## config.mk

```make
export PLATFORM = sky130hd
export DESIGN_NAME = lru_page_frame_replacement_flat
export DESIGN_NICKNAME = d
export VERILOG_FILES = /design/src/hdl/lpfr_pkg.sv /design/src/hdl/lpfr_ifs.sv /design/src/hdl/lru_page_frame_replacement.sv /design/src/hdl/lpfr_ctrl.sv /design/src/hdl/lpfr_dp.sv /design/src/flat_wrapper.sv
export SDC_FILE = /design/constraint.sdc
export NUM_CORES = 1
export LEC_CHECK = 0
export BUFFER_PORTS_ARGS = -buffer_cell sky130_fd_sc_hd__clkbuf_2
export CAP_MARGIN = 10
export CORE_ASPECT_RATIO = 1.75
export CORE_MARGIN = 2
export CORE_UTILIZATION = 65
export DETAILED_ROUTE_END_ITERATION = 10
export GPL_TIMING_DRIVEN = 0
export PLACE_DENSITY_LB_ADDON = 0.3
export SLEW_MARGIN = 10
export SYNTH_ARGS = -nofsm -noshare
export SYNTH_HDL_FRONTEND = slang
export SYNTH_SLANG_ARGS = --single-unit
```

## constraint.sdc

```tcl
create_clock -name clock -period 12.36 [get_ports clock]
set_input_delay 0 -clock clock [delete_from_list [all_inputs] [get_ports clock]]
set_output_delay 0 -clock clock [all_outputs]
set_load 0.005 [all_outputs]
```

## src/hdl/lpfr_pkg.sv

```systemverilog
// shared types and constants of the lru page frame store
`default_nettype none

package lpfr_pkg;

   localparam int CSR_W         = 5;
   localparam int FRAME_INDEX_W = 4;
   localparam logic [CSR_W-1:0] FRAMES_IN_USE_RESET = 5'd16;

   typedef enum logic [1:0] {
      OUTCOME_HIT   = 2'd0,
      OUTCOME_FILL  = 2'd1,
      OUTCOME_EVICT = 2'd2
   } lpfr_outcome_type;

   typedef enum logic [2:0] {
      ST_IDLE,
      ST_SCAN,
      ST_DRAIN,
      ST_DECIDE,
      ST_UPDATE,
      ST_UDRAIN,
      ST_RESP
   } lpfr_state_type;

   typedef struct packed {
      logic start;     // capture request page, clear search trackers
      logic issue;     // read one frame and advance the frame counter
      logic mode_upd;  // pipelined reads feed the age update, not the search
      logic commit;    // pick the frame, write page on a miss and set valid bit
   } lpfr_cmd_type;

   typedef struct packed {
      logic scan_last; // frame counter is on the last active frame
   } lpfr_sts_type;

endpackage

`default_nettype wire

```

## src/hdl/lpfr_ifs.sv

```systemverilog
// valid/ready channel interfaces for request, response and register write
`default_nettype none

interface lpfr_req_if #(parameter int PAGE_BITS = 16) ();
   logic                 valid;
   logic                 ready;
   logic [PAGE_BITS-1:0] page_number;
   modport source (output valid, output page_number, input ready);
   modport sink   (input valid, input page_number, output ready);
endinterface

interface lpfr_rsp_if #(parameter int PAGE_BITS = 16) ();
   logic                 valid;
   logic                 ready;
   logic [1:0]           outcome;
   logic [3:0]           frame_index;
   logic [PAGE_BITS-1:0] evicted_page;
   modport source (output valid, output outcome, output frame_index, output evicted_page,
                   input ready);
   modport sink   (input valid, input outcome, input frame_index, input evicted_page,
                   output ready);
endinterface

interface lpfr_csr_if ();
   logic       valid;
   logic       ready;
   logic [4:0] data;
   modport source (output valid, output data, input ready);
   modport sink   (input valid, input data, output ready);
endinterface

`default_nettype wire

```

## src/hdl/lru_page_frame_replacement.sv

```systemverilog
// Fully associative page frame store with age-counter LRU replacement.
//
// req_ch carries one page number per word. The store looks the page up in
// the active frames; on a miss it fills the lowest empty frame or evicts the
// oldest one (lowest index wins a tie). rsp_ch returns one word per request:
// outcome (hit, fill, evict), the frame that now holds the page and, on an
// eviction, the page pushed out (zero otherwise).
// csr_ch writes frames_in_use; it is always ready and is meant to be written
// only while no request is in flight.
// Timing: with n active frames the frame counter sweeps the page and age
// memories twice, one frame per cycle, through their registered read ports:
// once for the lookup and once for the age update. rsp valid rises once the
// age update has drained; one request is in flight at a time, so the next
// request is taken only after the response is taken. req ready is high only
// while the block is empty.
// While rsp is stalled the response word holds and no request is taken.
// Reset empties every frame and sets frames_in_use to 16; no clearing sweep
// is needed, the first request may follow right after reset.
`default_nettype none

module lru_page_frame_replacement #(
   parameter int FRAMES    = 16,
   parameter int PAGE_BITS = 16,
   parameter int AGE_BITS  = 16
) (
   input wire logic   clock,
   input wire logic   reset,
   lpfr_req_if.sink   req_ch,
   lpfr_rsp_if.source rsp_ch,
   lpfr_csr_if.sink   csr_ch
);
   import lpfr_pkg::*;

   lpfr_cmd_type cmd;
   lpfr_sts_type sts;

   assign csr_ch.ready = 1'b1;

   lpfr_ctrl u_ctrl (
      .clock     (clock),
      .reset     (reset),
      .req_valid (req_ch.valid),
      .req_ready (req_ch.ready),
      .rsp_valid (rsp_ch.valid),
      .rsp_ready (rsp_ch.ready),
      .cmd       (cmd),
      .sts       (sts)
   );

   lpfr_dp #(
      .FRAMES    (FRAMES),
      .PAGE_BITS (PAGE_BITS),
      .AGE_BITS  (AGE_BITS)
   ) u_dp (
      .clock           (clock),
      .reset           (reset),
      .cmd             (cmd),
      .sts             (sts),
      .req_page_number (req_ch.page_number),
      .csr_we          (csr_ch.valid),
      .csr_data        (csr_ch.data),
      .outcome         (rsp_ch.outcome),
      .frame_index     (rsp_ch.frame_index),
      .evicted_page    (rsp_ch.evicted_page)
   );

endmodule

`default_nettype wire

```

## src/hdl/lpfr_ctrl.sv

```systemverilog
// sequencer for the lookup pass, frame choice and age update pass
`default_nettype none

module lpfr_ctrl (
   input  wire logic                 clock,
   input  wire logic                 reset,
   input  wire logic                 req_valid,
   output logic                      req_ready,
   output logic                      rsp_valid,
   input  wire logic                 rsp_ready,
   output lpfr_pkg::lpfr_cmd_type    cmd,
   input  wire lpfr_pkg::lpfr_sts_type sts
);
   import lpfr_pkg::*;

   lpfr_state_type state_ff, state_in;

   always_ff @(posedge clock) begin
      if (reset) begin
         state_ff <= ST_IDLE;
      end else begin
         state_ff <= state_in;
      end
   end

   always_comb begin
      state_in  = state_ff;
      cmd       = '0;
      req_ready = 1'b0;
      rsp_valid = 1'b0;
      unique case (state_ff)
         ST_IDLE: begin
            req_ready = 1'b1;
            if (req_valid) begin
               cmd.start = 1'b1;
               state_in  = ST_SCAN;
            end
         end
         ST_SCAN: begin
            cmd.issue = 1'b1;
            if (sts.scan_last) begin
               state_in = ST_DRAIN;
            end
         end
         ST_DRAIN: begin
            state_in = ST_DECIDE;
         end
         ST_DECIDE: begin
            cmd.commit = 1'b1;
            state_in   = ST_UPDATE;
         end
         ST_UPDATE: begin
            cmd.issue    = 1'b1;
            cmd.mode_upd = 1'b1;
            if (sts.scan_last) begin
               state_in = ST_UDRAIN;
            end
         end
         ST_UDRAIN: begin
            cmd.mode_upd = 1'b1;
            state_in     = ST_RESP;
         end
         ST_RESP: begin
            rsp_valid = 1'b1;
            if (rsp_ready) begin
               state_in = ST_IDLE;
            end
         end
         default: begin
            state_in = ST_IDLE;
         end
      endcase
   end

endmodule

`default_nettype wire

```

## src/hdl/lpfr_dp.sv

```systemverilog
// frame page and age memories, valid bits, search trackers and result registers
`default_nettype none

module lpfr_dp #(
   parameter int FRAMES    = 16,
   parameter int PAGE_BITS = 16,
   parameter int AGE_BITS  = 16
) (
   input  wire logic                          clock,
   input  wire logic                          reset,
   input  wire lpfr_pkg::lpfr_cmd_type        cmd,
   output lpfr_pkg::lpfr_sts_type             sts,
   input  wire logic [PAGE_BITS-1:0]          req_page_number,
   input  wire logic                          csr_we,
   input  wire logic [lpfr_pkg::CSR_W-1:0]    csr_data,
   output logic [1:0]                         outcome,
   output logic [lpfr_pkg::FRAME_INDEX_W-1:0] frame_index,
   output logic [PAGE_BITS-1:0]               evicted_page
);
   import lpfr_pkg::*;

   localparam int IDX_W = $clog2(FRAMES);
   localparam logic [AGE_BITS-1:0] AGE_MAX = '1;

   logic [PAGE_BITS-1:0] page_mem [FRAMES];
   logic [AGE_BITS-1:0]  age_mem  [FRAMES];

   logic [CSR_W-1:0]     fiu_ff;
   logic [PAGE_BITS-1:0] page_ff;
   logic [IDX_W-1:0]     cnt_ff, cnt_in;
   logic                 pipe_vld_ff;
   logic [IDX_W-1:0]     pipe_idx_ff;
   logic [PAGE_BITS-1:0] page_rd_ff;
   logic [AGE_BITS-1:0]  age_rd_ff;
   logic [FRAMES-1:0]    valid_ff, valid_in;
   logic                 hit_ff, hit_in;
   logic [IDX_W-1:0]     hit_idx_ff, hit_idx_in;
   logic                 empty_ff, empty_in;
   logic [IDX_W-1:0]     empty_idx_ff, empty_idx_in;
   logic [AGE_BITS-1:0]  best_age_ff, best_age_in;
   logic [IDX_W-1:0]     best_idx_ff, best_idx_in;
   logic [PAGE_BITS-1:0] best_page_ff, best_page_in;
   logic [IDX_W-1:0]     chosen_ff, chosen_in;
   lpfr_outcome_type     outcome_ff, outcome_in;
   logic [PAGE_BITS-1:0] evicted_ff, evicted_in;

   logic [IDX_W-1:0]     n_m1;
   logic                 cur_valid;
   logic [AGE_BITS-1:0]  cur_age;
   logic                 page_we;
   logic                 age_we;
   logic [AGE_BITS-1:0]  age_wdata;

   // last active frame: zero counts as one, large values clip to the store size
   always_comb begin
      if (fiu_ff == '0) begin
         n_m1 = '0;
      end else if (int'(fiu_ff) > FRAMES) begin
         n_m1 = IDX_W'(FRAMES - 1);
      end else begin
         n_m1 = IDX_W'(fiu_ff - 5'd1);
      end
   end

   assign sts.scan_last = (cnt_ff == n_m1);

   // an empty frame never ages, so its stored age is treated as zero
   assign cur_valid = valid_ff[pipe_idx_ff];
   assign cur_age   = cur_valid ? age_rd_ff : '0;

   always_comb begin
      cnt_in       = cnt_ff;
      valid_in     = valid_ff;
      hit_in       = hit_ff;
      hit_idx_in   = hit_idx_ff;
      empty_in     = empty_ff;
      empty_idx_in = empty_idx_ff;
      best_age_in  = best_age_ff;
      best_idx_in  = best_idx_ff;
      best_page_in = best_page_ff;
      chosen_in    = chosen_ff;
      outcome_in   = outcome_ff;
      evicted_in   = evicted_ff;
      page_we      = 1'b0;
      age_we       = 1'b0;
      age_wdata    = '0;

      if (cmd.start || cmd.commit) begin
         cnt_in = '0;
      end else if (cmd.issue) begin
         cnt_in = cnt_ff + 1'b1;
      end

      if (cmd.start) begin
         hit_in   = 1'b0;
         empty_in = 1'b0;
      end

      // search pass: first hit, first empty frame, oldest frame
      if (pipe_vld_ff && !cmd.mode_upd) begin
         if (cur_valid && page_rd_ff == page_ff && !hit_ff) begin
            hit_in     = 1'b1;
            hit_idx_in = pipe_idx_ff;
         end
         if (!cur_valid && !empty_ff) begin
            empty_in     = 1'b1;
            empty_idx_in = pipe_idx_ff;
         end
         if (pipe_idx_ff == '0 || cur_age > best_age_ff) begin
            best_age_in  = cur_age;
            best_idx_in  = pipe_idx_ff;
            best_page_in = page_rd_ff;
         end
      end

      if (cmd.commit) begin
         priority if (hit_ff) begin
            chosen_in  = hit_idx_ff;
            outcome_in = OUTCOME_HIT;
            evicted_in = '0;
         end else if (empty_ff) begin
            chosen_in  = empty_idx_ff;
            outcome_in = OUTCOME_FILL;
            evicted_in = '0;
         end else begin
            chosen_in  = best_idx_ff;
            outcome_in = OUTCOME_EVICT;
            evicted_in = best_page_ff;
         end
         page_we             = !hit_ff;
         valid_in[chosen_in] = 1'b1;
      end

      // age pass: chosen frame restarts, other valid frames count up and stick
      if (pipe_vld_ff && cmd.mode_upd) begin
         if (pipe_idx_ff == chosen_ff) begin
            age_we    = 1'b1;
            age_wdata = '0;
         end else if (cur_valid) begin
            age_we    = 1'b1;
            age_wdata = (age_rd_ff == AGE_MAX) ? age_rd_ff : age_rd_ff + 1'b1;
         end
      end
   end

   always_ff @(posedge clock) begin
      if (page_we) begin
         page_mem[chosen_in] <= page_ff;
      end
      page_rd_ff <= page_mem[cnt_ff];
   end

   always_ff @(posedge clock) begin
      if (age_we) begin
         age_mem[pipe_idx_ff] <= age_wdata;
      end
      age_rd_ff <= age_mem[cnt_ff];
   end

   always_ff @(posedge clock) begin
      if (reset) begin
         fiu_ff      <= FRAMES_IN_USE_RESET;
         valid_ff    <= '0;
         pipe_vld_ff <= 1'b0;
         cnt_ff      <= '0;
         hit_ff      <= 1'b0;
         empty_ff    <= 1'b0;
      end else begin
         if (csr_we) begin
            fiu_ff <= csr_data;
         end
         valid_ff    <= valid_in;
         pipe_vld_ff <= cmd.issue;
         cnt_ff      <= cnt_in;
         hit_ff      <= hit_in;
         empty_ff    <= empty_in;
      end
   end

   always_ff @(posedge clock) begin
      if (cmd.start) begin
         page_ff <= req_page_number;
      end
      pipe_idx_ff  <= cnt_ff;
      hit_idx_ff   <= hit_idx_in;
      empty_idx_ff <= empty_idx_in;
      best_age_ff  <= best_age_in;
      best_idx_ff  <= best_idx_in;
      best_page_ff <= best_page_in;
      chosen_ff    <= chosen_in;
      outcome_ff   <= outcome_in;
      evicted_ff   <= evicted_in;
   end

   assign outcome      = outcome_ff;
   assign frame_index  = FRAME_INDEX_W'(chosen_ff);
   assign evicted_page = evicted_ff;

endmodule

`default_nettype wire

```

## src/flat_wrapper.sv

```systemverilog
// flat-port wrapper written by rule: the top's interface ports become plain ports
module lru_page_frame_replacement_flat import lpfr_pkg::*;
#(
   parameter int FRAMES    = 16,
   parameter int PAGE_BITS = 16,
   parameter int AGE_BITS  = 16
)
  (clock, reset, req_ch_valid, req_ch_page_number, req_ch_ready, rsp_ch_valid, rsp_ch_outcome, rsp_ch_frame_index, rsp_ch_evicted_page, rsp_ch_ready, csr_ch_valid, csr_ch_data, csr_ch_ready);
  lpfr_req_if #(.PAGE_BITS(PAGE_BITS)) req_ch_i ();
  lpfr_rsp_if #(.PAGE_BITS(PAGE_BITS)) rsp_ch_i ();
  lpfr_csr_if csr_ch_i ();
  input wire logic clock;
  input wire logic reset;
  input wire logic [$bits(req_ch_i.valid)-1:0] req_ch_valid;
  input wire logic [$bits(req_ch_i.page_number)-1:0] req_ch_page_number;
  output wire logic [$bits(req_ch_i.ready)-1:0] req_ch_ready;
  output wire logic [$bits(rsp_ch_i.valid)-1:0] rsp_ch_valid;
  output wire logic [$bits(rsp_ch_i.outcome)-1:0] rsp_ch_outcome;
  output wire logic [$bits(rsp_ch_i.frame_index)-1:0] rsp_ch_frame_index;
  output wire logic [$bits(rsp_ch_i.evicted_page)-1:0] rsp_ch_evicted_page;
  input wire logic [$bits(rsp_ch_i.ready)-1:0] rsp_ch_ready;
  input wire logic [$bits(csr_ch_i.valid)-1:0] csr_ch_valid;
  input wire logic [$bits(csr_ch_i.data)-1:0] csr_ch_data;
  output wire logic [$bits(csr_ch_i.ready)-1:0] csr_ch_ready;
  assign req_ch_i.valid = req_ch_valid;
  assign req_ch_i.page_number = req_ch_page_number;
  assign req_ch_ready = req_ch_i.ready;
  assign rsp_ch_valid = rsp_ch_i.valid;
  assign rsp_ch_outcome = rsp_ch_i.outcome;
  assign rsp_ch_frame_index = rsp_ch_i.frame_index;
  assign rsp_ch_evicted_page = rsp_ch_i.evicted_page;
  assign rsp_ch_i.ready = rsp_ch_ready;
  assign csr_ch_i.valid = csr_ch_valid;
  assign csr_ch_i.data = csr_ch_data;
  assign csr_ch_ready = csr_ch_i.ready;
  lru_page_frame_replacement #(.FRAMES(FRAMES), .PAGE_BITS(PAGE_BITS), .AGE_BITS(AGE_BITS)) u_core (.clock(clock), .reset(reset), .req_ch(req_ch_i), .rsp_ch(rsp_ch_i), .csr_ch(csr_ch_i));
endmodule
```

==> results of run 1 <==
==> kinds of logic (layout without fill, tap and decap cells) <==
logic type                 count (synthesis)  in the layout  share of synthesized area
adders and majority gates                 21             21                    0.01015
DFF                                      661            661                     0.7534
other                                      1              1                  0.0001476
buffers and inverters                     82            294                    0.01404
muxes                                    174            174                     0.1501
AOI/OAI and AO/OA                         65             65                    0.01532
and+or+nand+nor                          218            218                    0.04438
xor gates and xnor gates                  36             36                    0.01241
==> worst max path at each step <==
stage                                               to                  startpoint  depth (start not counted)  slack, ps
after global placement     u_core.u_dp.best_page_ff[2]  u_core.u_dp.pipe_idx_ff[1]                         13       7100
after detailed placement   u_core.u_dp.best_page_ff[2]  u_core.u_dp.pipe_idx_ff[1]                         14       8000
after CTS                 u_core.u_dp.best_page_ff[11]  u_core.u_dp.pipe_idx_ff[1]                         14       7920
after floorplan             u_core.u_dp.best_age_ff[0]  u_core.u_dp.pipe_idx_ff[0]                         13       8190
after global routing      u_core.u_dp.best_page_ff[11]  u_core.u_dp.pipe_idx_ff[1]                         14       7710
final                       u_core.u_dp.best_idx_ff[0]  u_core.u_dp.pipe_idx_ff[1]                         14       7910
==> metrics by stage <==
step	power, mW	area, um2	utilization
after global placement	2.651	26240	0.6814
after global routing	4.548	29010	0.7533
after floorplan	2.605	25400	-
final	4.463	29010	0.7533
after CTS	4.467	29010	0.7533
after detailed placement	2.659	26770	0.6951
==> synthesized netlist by cell type (5+ instances only) <==
library cell and number:
and4b_1 5, nand2b_1 5, nand4_1 12, edfxtp_1 590
dfxtp_1 71, nor2b_1 6, inv_1 25, buf_2 9
ha_1 19, a21oi_1 31, nor3_1 13, nand2_1 30
clkbuf_1 37, mux4_2 163, and2_1 33, xnor2_1 17
nor2_1 80, xor2_1 19, o21ai_0 11, mux2i_1 9
nand3_1 10
==> power by group through the flow <==
stage                     clock network [mW]  logic [mW]  registers (mW)
after floorplan                            0       0.101            2.50
after global placement                     0       0.138            2.51
after detailed placement                   0       0.144            2.51
after CTS                               1.85       0.156            2.47
after global routing                    1.92       0.164            2.47
final                                   1.84       0.156            2.47
==> routing by layer <==
layer  GRT usage  up-vias  wire (um)
met5           0        -          0
met4      0.1423        0       3158
met3     0.04008      196       3776
met2      0.5766      733      34690
met1      0.3458     6847      19730
li1            -     5389          -
==> state kept, by name (all words and copies together), names as in the netlist <==
| signal | cells |
|---|---|
| u_core.u_ctrl.state_ff | 3 |
| u_core.u_dp.page_mem | 256 |
| u_core.u_dp.best_idx_ff | 4 |
| u_core.u_dp.age_rd_ff | 16 |
| u_core.u_dp.hit_ff | 1 |
| u_core.u_dp.page_rd_ff | 16 |
| u_core.u_dp.outcome | 2 |
| u_core.u_dp.pipe_idx_ff | 4 |
| u_core.u_dp.fiu_ff | 5 |
| u_core.u_dp.cnt_ff | 4 |
| u_core.u_dp.best_age_ff | 16 |
| u_core.u_dp.empty_ff | 1 |
| u_core.u_dp.age_mem | 256 |
| u_core.u_dp.valid_ff | 16 |
| u_core.u_dp.frame_index | 4 |
| u_core.u_dp.best_page_ff | 16 |
| u_core.u_dp.hit_idx_ff | 4 |
| u_core.u_dp.page_ff | 16 |
| u_core.u_dp.evicted_page | 16 |
| u_core.u_dp.pipe_vld_ff | 1 |
| u_core.u_dp.empty_idx_ff | 4 |
==> cells in the final DEF, fill, tap and decap left out, types with 22 or more instances in the layout <==
| cell type | Yosys | final |
|---|---|---|
| clkbuf_16 | 0 | 57 |
| dlygate4sd3_1 | 0 | 32 |
| a21oi_1 | 31 | 31 |
| edfxtp_1 | 590 | 590 |
| dfxtp_1 | 71 | 71 |
| mux4_2 | 163 | 163 |
| clkbuf_2 | 0 | 48 |
| clkbuf_1 | 37 | 40 |
| nor2_2 | 1 | 22 |
| inv_1 | 25 | 25 |
| nand2_1 | 30 | 30 |
| and2_1 | 33 | 33 |
| nor2_1 | 80 | 56 |
==> area by class of cell <==
class,count,area share
tap,485,0.02092
sequential,661,0.6597
clock inverter,35,0.01415
inverter,26,0.003364
multi-input combinational,515,0.2074
timing repair buffer,111,0.03347
clock buffer,66,0.05205
buffer,56,0.008970
==> worst max-delay path: cells and delay by family, from the launching register on <==
family                     cells  cell delay, ps
DFF                            1             440
and+or+nand+nor                4             660
adders and majority gates      1             290
muxes                          2             930
AOI/OAI and AO/OA              3             710
buffers and inverters          4            1110
==> timing repair <==
action | CTS | global route
endpoints found under the setup margin | 0 | 0
hold buffers | 32 | 0
endpoints found under the hold margin | 33 | 0
==> impl_metrics.yaml, run 1 <==
timing:
  drv_slew: 0
  hold_viol: 0
  timing.fmax_mhz: 224.5
  relSlewSlack: 0.1628
  worst_slack_ps: 7906
  setup_violations: 0
  tightest_slew_ps: 1256
  setup-tns-final_ps: 0
  fin_crit_ps: 4454
  clock_skew_ps: 22.38
  holdWs_ps: 119.8
  rsz0062_at_grt: "false"
  finalCritPeriodShare: 0.3604
power:
  p_int_mw: 3.569
  ir_drop_uv: 192.1
  power.net_switching_mw: 0.8942
  p_comb_frac: 0.035
  p_clk_frac: 0.412
  sw_frac_of_total: 0.2004
  power.density_nw_per_um2: 153.8
  p_leak_nw: 9.912
  seq_power_share: 0.553
hold_path:
  hold_path_end: "u_core.u_dp.page_ff[1]"
  min_path_type: "in2reg"
  min_path_cells: 2
  hold_start: "req_ch_page_number[1]"
outcome:
  status: "finished clean"
clock_network:
  ctsResizeCount: 0
  clock_latency_ps: 600
  cts_setup_buffers: 0
  cts_buffers: 54
  cts_tree: "done"
  cts-root-buf: "clkbuf_16"
  path_clk_slew_ps: 70
  cts_buffer_depth: 3
  htree_levels: 2
  clock_sinks: 661
yosys:
  synth_top_cell_by_area: "edfxtp_1"
  synth_edf_count: 590
  synth_area_per_cell_um2: 20.19
  synth_top_area_frac: 0.6975
  synth_cell_types: 57
  syn_inst: 1258
  synth_fp_nets: 1303
  ys.flop_type: "edfxtp_1"
  async_flop_share: 0
  seq_area_frac_synth: 0.7534
  syn_area_um2: 25400
  yosys-top-cells-area: "edfxtp_1 70%, mux4_2 14%, dfxtp_1 5.6%"
  synth-seq-cells: 661
  ys_warn_count: 0
setup_path:
  path_max_fanout: 23
  worstPathArrival_ps: 4740
  r2r_slack_ps: 7910
  worstRegToRegCells: 14
  rr_startpoint: "u_core.u_dp.pipe_idx_ff[1]"
  end_kind: "flip-flop"
  worstSetupStartpointType: "flip-flop"
  r2r_end: "u_core.u_dp.best_idx_ff[0]"
  slowest_delay_ps: 530
  crit_required_ps: 12640
  path_cells: "clkbuf_1, mux4_2, mux4_2, buf_6, buf_6, and2_1, ha_1, nand4_1, nor2_1, and3_1, o21ai_0, a21oi_1, o31a_2, buf_12"
  crit_type: "reg2reg"
  crit_path_top_delay_cell: "mux4_2"
layout:
  fin_nets: 1470
  antenna_cells: 0
  fin_cells: 1955
  final.fill_count: 2054
  drive_above_1_share: 0.2660
  seqCellArea_um2: 19140
  area_growth_pct: 14.22
  multi_input_area_um2: 6018
die:
  die_h_um: 265.5
  core.rowCount: 95
  die_x_um: 153.4
  io_pins: 51
  dieArea_um2: 40740
  start_util: 0.6596
  core_area_um2: 38510
global_route:
  grt_overflow: 0
  grt_use_total: 0.3069
  grt_max_degree: 24
  grt_pass1_wl_mm: 88.80
  antenna_found_initial: 0
  grt_pass1_vias: 13690
routing:
  dr.pass1.iters: 5
  drc: 0
  wl_per_cell_um: 31.39
  vias: 13170
  via_per_inst: 6.734
  drtIter0Drc: 1184
  ant_nets: 0
  drt-total-wl_mm: 61.36
place:
  dp_hpwl_mm: 38.19
  place_ws_ps: 8004
  place_congestion: 0.8749
  dp_cells: 1822
  port_buffers: 47
flow_run:
  maxCapViolCount: 0
(Power assumes the default switching activity.)
==> inputs of run 2 (changes only) <==
--- a/config.mk
+++ b/config.mk
@@ -5,11 +5,12 @@
 export SDC_FILE = /design/constraint.sdc
 export NUM_CORES = 1
 export LEC_CHECK = 0
+export ABC_AREA = 1
 export BUFFER_PORTS_ARGS = -buffer_cell sky130_fd_sc_hd__clkbuf_2
 export CAP_MARGIN = 10
 export CORE_ASPECT_RATIO = 1.75
 export CORE_MARGIN = 2
-export CORE_UTILIZATION = 65
+export CORE_UTILIZATION = 56
 export DETAILED_ROUTE_END_ITERATION = 10
 export GPL_TIMING_DRIVEN = 0
 export PLACE_DENSITY_LB_ADDON = 0.3
==> constraint.sdc (replaced) <==
create_clock -name clock -period 3.78 [get_ports clock]
set_input_delay 0 -clock clock [delete_from_list [all_inputs] [get_ports clock]]
set_output_delay 0 -clock clock [all_outputs]
set_load 0.005 [all_outputs]
==> run 2 against run 1 <==
  * Synthesized area up 3.3%
  * Combinational power rose to 28 times the previous value
  * Clock skew down 1.6 ps
  * Flip-flop and latch count unchanged
  * Fmax up 30%
  * Register-to-register slack worse by 7600 ps
  * Clock power rose to 3.1 times the previous value
  * Power rose to 4.3 times the previous value
  * Sequential power rose to 3.7 times the previous value
  * Global-route usage up 1.2 points
  * Wire length up 28%
==> impl_metrics.yaml, run 2 <==
setup_path:
  cpMostUsedCell: "nand2_1"
  crit_type: "reg2reg"
  worstPathArrival_ps: 3730
  end_kind: "flip-flop"
  worstSetupStartpointType: "flip-flop"
  crit_path_top_delay_cell: "dfxtp_4"
  path_max_fanout: 20
  worstRegToRegCells: 22
  r2r_slack_ps: 350
  path_cells: "nand2_1, inv_1, a22oi_1, nand2_1, nand2_1, nand2_1, nor2_4, buf_6, buf_4, nor2_1, ha_1, inv_1, nor2_1, nor2_1, o21ai_1, nand2_1, o211ai_1, nand2_1, nand3_1, nand2_1, a21oi_4, buf_16"
  crit_required_ps: 4080
  r2r_end: "u_core.u_dp.best_idx_ff[0]"
  slowest_delay_ps: 390
  rr_startpoint: "u_core.u_dp.pipe_idx_ff[1]"
routing:
  via_per_inst: 6.393
  vias: 18510
  drtIter0Drc: 2106
  dr.pass1.iters: 5
  drc: 0
  ant_nets: 0
  drt-total-wl_mm: 78.58
  wl_per_cell_um: 27.14
power:
  p_leak_nw: 10.90
  ir_drop_uv: 510.1
  power.net_switching_mw: 6.299
  sw_frac_of_total: 0.3288
  fin_total_pwr_mw: 19.16
  p_clk_frac: 0.297
  p_int_mw: 12.86
  power.density_nw_per_um2: 640.2
  seq_power_share: 0.472
  p_comb_frac: 0.230
layout:
  fin_area_um2: 29930
  reg_top3: "u_core.u_dp.age_mem (256), u_core.u_dp.page_mem (256)"
  area_growth_pct: 14.09
  final_common_cell: "edfxtp_1"
  fin_nets: 2313
  drive_above_1_share: 0.1168
  fin_util: 0.6479
  layout_common_cells: "590 x edfxtp_1, 368 x nor2_1, 275 x o21ai_0, 154 x nand2_1, 114 x inv_1"
hold_path:
  min_path_type: "in2reg"
  min_path_cells: 2
  hold_start: "req_ch_page_number[7]"
  hold_path_end: "u_core.u_dp.page_ff[7]"
yosys:
  synth-seq-cells: 661
  ys.flop_type: "edfxtp_1"
  synth_area_per_cell_um2: 12.50
  yosysMostFrequentCell: "edfxtp_1"
  synth_fp_nets: 2144
  async_flop_share: 0
  synth.top_cells.by_count: "590 x edfxtp_1, 403 x nor2_1, 276 x o21ai_0, 155 x nand2_1, 114 x inv_1"
  syn_area_um2: 26230
  synth_cell_types: 45
  ys_warn_count: 0
  yosys-top-cells-area: "edfxtp_1 68%, nor2_1 5.8%, dfxtp_1 5.4%"
  synth_top_area_frac: 0.6754
  seq_area_frac_synth: 0.7296
  synth_edf_count: 590
  syn_inst: 2099
  synth_top_cell_by_area: "edfxtp_1"
global_route:
  grt_pass1_wl_mm: 113.1
  grt_overflow: 0
  grt_max_degree: 25
  antenna_found_initial: 0
  grt_use_total: 0.3184
  grt_pass1_vias: 18650
clock_network:
  clock_sinks: 661
  htree_levels: 2
  clock_latency_ps: 610
  cts_buffers: 54
  path_clk_slew_ps: 80
  cts_buffer_depth: 3
  cts-root-buf: "clkbuf_16"
  cts_tree: "done"
timing:
  drv_slew: 0
  setup_violations: 0
  rsz0062_at_grt: "false"
  worst_slack_ps: 345.6
  finalCritPeriodShare: 0.9086
  tightest_slew_ps: 1356
  relSlewSlack: 0.09274
  hold_viol: 0
  fin_crit_ps: 3434
  clock_skew_ps: 20.78
  timing.fmax_mhz: 291.2
die:
  core_area_um2: 46190
  die_x_um: 167.6
  start_util: 0.5679
  die_h_um: 290.3
  io_pins: 51
  core.rowCount: 104
  dieArea_um2: 48660
place:
  dp_hpwl_mm: 53.65
  place_congestion: 0.8992
  place_ws_ps: -364.3
  port_buffers: 49
  place_area_um2: 27740
outcome:
  status: "finished clean"
flow_run:
  maxCapViolCount: 0
[run 2: how the worst max path moves through the flow]
stage / endpoint / startpoint / slack [ps] / depth (start not counted)
2_1_floorplan: u_core.u_dp.best_age_ff[0] / u_core.u_dp.pipe_idx_ff[0] / 60 / 20
3_3_place_gp: u_core.u_dp.best_page_ff[5] / u_core.u_dp.pipe_idx_ff[1] / -1250 / 20
3_5_place_dp: u_core.u_dp.best_page_ff[11] / u_core.u_dp.pipe_idx_ff[0] / -360 / 21
5_1_grt: u_core.u_dp.best_page_ff[6] / u_core.u_dp.pipe_idx_ff[1] / 50 / 22
4_1_cts: u_core.u_dp.best_page_ff[6] / u_core.u_dp.pipe_idx_ff[1] / 5 / 21
6_report: u_core.u_dp.best_idx_ff[0] / u_core.u_dp.pipe_idx_ff[1] / 350 / 22
[run 2: area by class of cell]
| class | instances | area (um2) |
|---|---|---|
| multi-input cells | 1204 | 6296 |
| clock inverters | 35 | 334.1 |
| fillers | 3260 | 16270 |
| repair buffers | 113 | 1032 |
| inverters | 120 | 455.4 |
| plain buffers | 114 | 501.7 |
| flip-flops and latches | 661 | 19150 |
| clock buffers | 64 | 1430 |
| diodes | 1 | 2.502 |
| well taps | 583 | 729.5 |
[run 2: cells by family (layout without fill, tap and decap cells)]
kind of cell               count (synthesis)  in the layout  share of synthesized area
other                                      1              2                  0.0001430
AOI/OAI and AO/OA                        497            497                     0.1157
buffers and inverters                    234            446                    0.03649
xor gates and xnor gates                   9              9                   0.003005
DFF                                      661            661                     0.7296
adders and majority gates                 19             19                   0.009062
and+or+nand+nor                          678            678                     0.1061
[run 2: power groups by stage]
stage	Sequential [mW]	Combinational, mW	Clock (mW)
6_report	9.05	4.41	5.70
5_1_grt	9.08	4.65	5.94
4_1_cts	9.03	4.25	5.67
3_5_place_dp	9.19	4.17	0
3_3_place_gp	9.18	3.97	0
2_1_floorplan	8.96	2.52	0
[run 2: critical path: cells and delay by family (launching register included)]
family / cells / cell delay (ps)
compound gates: 4 / 660
fa+ha+maj: 1 / 290
buf+inv: 5 / 720
flops: 1 / 390
simple gates: 12 / 1060
[run 2: repair_timing]
item,CTS,global route
setup endpoints to repair,36,36
hold buffers,37,0
setup buffers,1,0
pin swaps,1,1
resized for setup,0,11
hold endpoints to repair,46,0
[run 2: metal layers]
| metal | track usage | vias up | routed length [um] |
|---|---|---|---|
| met5 | 0 | - | 0 |
| met4 | 0.2596 | 0 | 6821 |
| met3 | 0.04412 | 340 | 6531 |
| met2 | 0.5607 | 1237 | 40200 |
| met1 | 0.3387 | 8909 | 25020 |
| li1 | - | 8021 | - |
[run 2: through the flow]
step                hold WS [ps]  cells  setup TNS [ps]
floorplan                  98.87   2099               0
global placement           179.0   2731          -53950
detailed placement         179.2   2757          -10110
CTS                        99.93   2894               0
global route               109.2   2894               0
finish                     108.4   2895               0
